[src/srt_pkg.sv]
// Shared types and constants for the sorted record table.
package srt_pkg;

	localparam int KEY_W    = 64;
	localparam int ID_W     = 32;
	localparam int COURSE_W = 64;
	localparam int YEAR_W   = 4;
	localparam int MODE_W   = 2;
	localparam int STAT_W   = 2;
	localparam int RIDX_W   = 4;
	localparam int ECNT_W   = 5;

	localparam logic [MODE_W-1:0] MODE_INSERT = 2'd0;
	localparam logic [MODE_W-1:0] MODE_DELETE = 2'd1;
	localparam logic [MODE_W-1:0] MODE_READ   = 2'd2;

	localparam logic [STAT_W-1:0] STAT_OK        = 2'd0;
	localparam logic [STAT_W-1:0] STAT_FULL      = 2'd1;
	localparam logic [STAT_W-1:0] STAT_NOT_FOUND = 2'd2;
	localparam logic [STAT_W-1:0] STAT_BAD_INDEX = 2'd3;

	typedef struct packed {
		logic [KEY_W-1:0]    key;
		logic [ID_W-1:0]     id;
		logic [COURSE_W-1:0] course;
		logic [YEAR_W-1:0]   year;
	} entry_t;

	typedef struct packed {
		logic ins_en;
		logic del_en;
	} cell_ctl_t;

	typedef enum logic {
		FSM_IDLE,
		FSM_EXEC
	} fsm_t;

endpackage

[src/srt_cell.sv]
// One slot of the sorted chain: holds an entry and shifts with its neighbors.
module srt_cell
	import srt_pkg::*;
(
	input  logic      clk,
	input  cell_ctl_t ctl,
	input  entry_t    new_entry,
	input  logic      occ,
	input  logic      sel,
	input  entry_t    left_entry,
	input  logic      left_le,
	input  entry_t    right_entry,
	input  logic      hit_in,
	input  entry_t    rd_in,
	output entry_t    entry_q,
	output logic      le,
	output logic      hit_out,
	output entry_t    rd_out
);

	assign le      = occ && (entry_q.key <= new_entry.key);
	assign hit_out = hit_in || (occ && (entry_q.key == new_entry.key));
	assign rd_out  = sel ? entry_q : rd_in;

	always_ff @(posedge clk) begin
		if (ctl.ins_en) begin
			// left neighbor past the insert point: shift up
			if (!left_le) begin
				entry_q <= left_entry;
			end else if (!le) begin
				entry_q <= new_entry;
			end
		end else if (ctl.del_en && hit_out) begin
			entry_q <= right_entry;
		end
	end

endmodule

[config.mk]
export PLATFORM = sky130hd
export DESIGN_NAME = srt_cell
export DESIGN_NICKNAME = d
export VERILOG_FILES = /design/src/srt_pkg.sv /design/src/srt_cell.sv
export SDC_FILE = /design/constraint.sdc
export NUM_CORES = 1
export LEC_CHECK = 0
export BUFFER_PORTS_ARGS = -buffer_cell sky130_fd_sc_hd__buf_4
export CAP_MARGIN = 10
export CORE_AREA = 2 2 385 387
export CTS_CLUSTER_DIAMETER = 150
export DETAILED_ROUTE_END_ITERATION = 7
export DIE_AREA = 0 0 387 389
export GPL_TIMING_DRIVEN = 0
export PLACE_DENSITY = 0.3
export SYNTH_ARGS = -nofsm -noshare
export SYNTH_HDL_FRONTEND = slang
export SYNTH_SLANG_ARGS = --single-unit
[constraint.sdc]
create_clock -name clk -period 7.45 [get_ports clk]
set_input_delay 0 -clock clk [delete_from_list [all_inputs] [get_ports clk]]
set_output_delay 0 -clock clk [all_outputs]
set_load 0.01 [all_outputs]
**After elaboration in Yosys (flattened, before gate mapping)**

Index checks and enable logic that the tools add are counted.

- Bits of input ports: 663
- Word-level logic and storage cells: 18
- Register bits: 164
- Output and inout bits: 330

- Magnitude comparators: 1
- Reductions and logical operators: 6
- Eq/ne operators: 2
- Multiplexer cells: 5

Operators by type and width:

| kind | count |
|---|---|
| 2-to-1 mux 164 bit | 5 |
| == test 64 bit | 1 |
| <= comparator 64 bit | 1 |
| logical AND 1 bit | 3 |
| != test 3 bit (second input constant) | 1 |
| AND reduction 2 bit | 1 |
| nonzero test 2 bit | 1 |
| logical OR 1 bit | 1 |

**Logic depth before layout (Yosys ltp)**

- Word-level depth: 6
- Depth in mapped cells: 8
- Mapped depth without buffers: 8

**Worst setup path after synthesis**

OpenSTA, ideal clock, no wires.

- Path kind: register to register
- From: register entry_q[114] (netlist bit)
- To: register entry_q[0] (netlist bit), enable pin
- Required time: 6.888 ns
- Slack: 0.824 ns
- Buffers on the path: 0
- Library setup time: 0.562 ns
- Period minus slack after synthesis: 6.626 ns
- Stages on the path, launching flop included: 8
- Arrival time: 6.064 ns
- Path through: edfxtp_1 -> ha_1 -> nand4_1 -> or4_1 -> a21o_2 -> a31oi_1 -> nor4_1 -> o21ai_2

- Longest elaborated chain between the ends: 6
- Elaborated cells on any way between the ends: 9
- Classes of those cells: order compare (1); eq/ne (2); reduce/logical (6)

RTL lines:

| what | line | source |
|---|---|---|
| from (decl) | srt_cell.sv:15 | `output entry_t entry_q,` |
| from (signal assigned) | srt_cell.sv:29 | `entry_q <= left_entry;` |
| from (signal assigned) | srt_cell.sv:31 | `entry_q <= new_entry;` |
| from (signal assigned) | srt_cell.sv:34 | `entry_q <= right_entry;` |
| branches (longest 5 deep; another with <= comparator 64 bit) | n/a |  |
| AND reduction 2 bit (no source line) * | n/a |  |

Mark *: on every way between the ends.
A chain may end at the register's enable or synchronous reset.

**Final worst setup path**

- From: register entry_q[163] (netlist bit)
- To: register entry_q[49] (netlist bit), enable pin

The elaborated chain is that of the path after synthesis.

==> summary.md <==
| Metric | Value |
|---|---|
| Setup Viol. Count Final | 0 |
| Final Critical Period | between 5 and 6 ns |
| CP max stage cell | nor4_2 |
| Buf/Inv on CP | 5 |
| Final WL | around 110000 um |
| Top FF cell, synth | edfxtp_1 |
| Compound-gate portion of the synthesized area | 9.61% |
| Mapped cell area | between 10000 and 15000 um^2 |
| Hold WC Path Type | in2reg |
| Max-slew violation count | 0 |
| Mapped Cells | 1136 |
| Largest registers | entry_q x164 |
| Leak pwr | approximately 0.011 uW |
| RSZ-0062 raised after global routing | false |
| Ys Warns | 0 |
| Synth Area in Simple Gates | 7.91% |
| Vias in the first global route | around 16k |
| Port bufs | 989 |
| Final core area utilization | 17.7% |
| Status | finished clean |
| Nets | 3225 |
| Mux cell area share after synthesis | 29.5% |
| Max VDD drop | roughly 0.15 mV |
| Htree depth | 4 |
| Longest Clk Path Bufs | 2 |
| Worst slew pin tran | between 1 and 1.5 ns |
| CP arrival | 5.28 ns |
| I/O pin cnt | 993 |
| Via/cell ratio | 3.31 |
| Core area | 147000 um^2 |
| DRT Pass-1 Iters | 5 |
| Synth Area in Adders | 6.78% |
| PwrDens | 147 nW/um^2 |
| Starting Density | 8.06% |
| FMAX | 198 MHz |
| Max-slew headroom | between 10 and 15% |
| Congestion Overflow GR | 0 |
| Clock Latency Late Sink | 0.53 ns |
| Largest family of logic cells by synthesized area | multiplexers |
| Area occupied by multi-input gates | 6370 um^2 |
| CTS buffer count | 17 |
| Crit-path most repeated cell | buf_12 |
| DRC | 0 |
| Global Route Usage Sum | 14.0% |
| Routability cong. | 0.801 |
| CTS clk-pin slew, worst paths | around 0.080 ns |
| Wire length of the first global-routing pass | 141000 um |
| Startpoint Class | flip-flop |
| WL/cell | 24.6 um |
| Clk_skew | 0.0210 ns |
| Crit path max-delay family | simple AND/OR/NAND/NOR gates |
| Seq/Total Area, Yosys | 41.7% |
| Crit Path Class | reg2reg |
| Die W | 387 um |
| Xor and xnor area share after synthesis | 0% |
| CTS tree | built |
| Total Die Area | ~150000 um^2 |
| Die H | slightly below 400 um |
| Crit path capture type | flip-flop |
| Root Buffer | clkbuf_16 |
| Largest stage delay, worst path | 1.00 ns |
| Pre-CTS WS | about 2.2 ns |
| Via count | 14.7k |
| Synth async-reset ratio | 0% |
| Required @ worst endpoint | 7.67 ns |
| Post-CTS Setup Repair Bufs | 0 |
| R2R Path Start | entry_q[163] |
| Syn Nets | 1863 |
| FF/Latch Area | 4920 um^2 |
| Hold wc startpoint | left_entry[3] |
| R2r setup slk | 2.39 ns |
| # clock sinks | about 160 |
| Initial DRC count | 651 |
| Area delta synth->final | 120% |
| Fin crit share | roughly two thirds |
| Filler cell count | ~17k |
| Rows | 141 |
| Layout cells sized above 1 | 48.1% |
| Crit-path cells | ha_1 > nand4_2 > nor4_2 > nand4_1 > or4_4 > o31a_1 > o21ai_4 > buf_12 > buf_12 > buf_12 > buf_12 > buf_12 |
| Antenna-violating nets left | 0 |
| Largest Register | entry_q |
| Largest net degree at the start of global routing | 26 |
| Hold Vio Cnt, Final | 0 |
| Distinct cells, synth | 35 |
| Max-cap viol count | 0 |
| Mapped Avg Cell Area | 10.4 um^2 |
| Max reg flops | 164 |
| Detail Placement HPWL | 94600 um |
| Smallest hold slack | 0.0718 ns |
| Post-synth EDFFs | 164 |
| Flops & latches, synth | 164 |
| CP max FO | 25 |
| Final worst slack | approximately 2.4 ns |
| Initial antenna violation count | 33 |
| Worst setup path startpoint | entry_q[163] |
[cell families after synthesis]
| group | count (synthesis) |
|---|---|
| buffers and inverters | 141 |
| adder cells (fa/ha/maj) | 64 |
| AND/OR/NAND/NOR | 223 |
| multiplexers | 328 |
| flip-flops | 164 |
| AO/OA/AOI/OAI | 216 |
[area by class of cell]
type | count | share of cell area [%]
tap | 1930 | 9.30
sequential | 164 | 19.0
clock buffer | 17 | 1.64
inverter | 67 | 0.969
timing repair buffer | 1343 | 42.7
antenna | 8 | 0.0771
buffer | 74 | 1.09
multi-input combinational | 831 | 24.5
clock inverter | 15 | 0.694
[stage by stage]
stage               setup TNS [ns]  total power (uW)  cells  area [um^2]
global route                     0              4030   4444        26000
detailed placement               0              2660   4068        21900
global placement           -789.02              2670   4055        21700
floorplan                        0              1710   1136        11800
finish                           0              3830   4449        26000
CTS                              0              3940   4441        25900
[path summary, 6_finish.rpt]
kind,end,cells past startpoint
setup / recovery,entry_q[49],12
hold reg to reg,entry_q[0],4
hold / removal,entry_q[3],3
setup reg to reg,entry_q[49],12
[worst reg2reg max path, delay by kind of cell, from the launching register on]
| family | cells | cell delay, ns |
|---|---|---|
| compound gates | 2 | 0.39 |
| fa+ha+maj | 1 | 0.47 |
| buf+inv | 5 | 1.16 |
| flops | 1 | 0.48 |
| simple gates | 4 | 2.25 |
[synth_stat cells (2+ instances only)]
master / count / area [um^2]
edfxtp_1: 164 / 4920
a21oi_1: 191 / 956
mux2i_1: 164 / 1640
nand2b_1: 2 / 12.5
nand3_1: 7 / 35.0
o21ai_0: 7 / 35.0
nor2b_1: 2 / 12.5
a2bb2oi_1: 2 / 17.5
nand2_1: 20 / 75.1
nor3_1: 2 / 10.0
a21o_1: 2 / 15.0
mux2_2: 164 / 1850
buf_1: 18 / 67.6
nor2_1: 169 / 634
nand4_1: 11 / 68.8
a221oi_1: 3 / 26.3
inv_1: 67 / 251
clkbuf_1: 55 / 206
o21a_1: 2 / 15.0
nor4_1: 3 / 18.8
a31oi_1: 3 / 18.8
or2b_1: 2 / 15.0
ha_1: 64 / 801
[report_power, final]
part           switching, uW  internal (uW)
Sequential               124           1150
Clock                    537            483
Combinational            705            830
Total                   1370           2460
[repair_timing]
item / 4_1_cts / 5_1_grt
endpoints found under the hold margin: 165 / 0
resized for setup: 0 / 0
hold buffers: 341 / 0
setup endpoints to repair: 0 / 0
[placed cells by master (no fill, tap or decap), types with 20 or more instances in the layout]
cell type | netlist | final
clkbuf_1 | 55 | 52
nor2_1 | 169 | 169
buf_4 | 0 | 989
mux2_2 | 164 | 164
dlygate4sd3_1 | 0 | 341
inv_1 | 67 | 67
a21oi_1 | 191 | 191
nand2_1 | 20 | 20
edfxtp_1 | 164 | 164
mux2i_1 | 164 | 164
ha_1 | 64 | 64
[layer usage]
metal  global-route usage, %  share of wire, %  vias to the layer above  routed length [um]
met3                    4.11               6.3                       67                6860
met1                    16.5                41                     7189               44900
met4                    2.23               1.1                       14                1220
met5                       0             0.079                        -                  86
li1                        -                 -                     6884                   -
met2                    25.2                51                      560               56300
(Power assumes the default switching activity.)
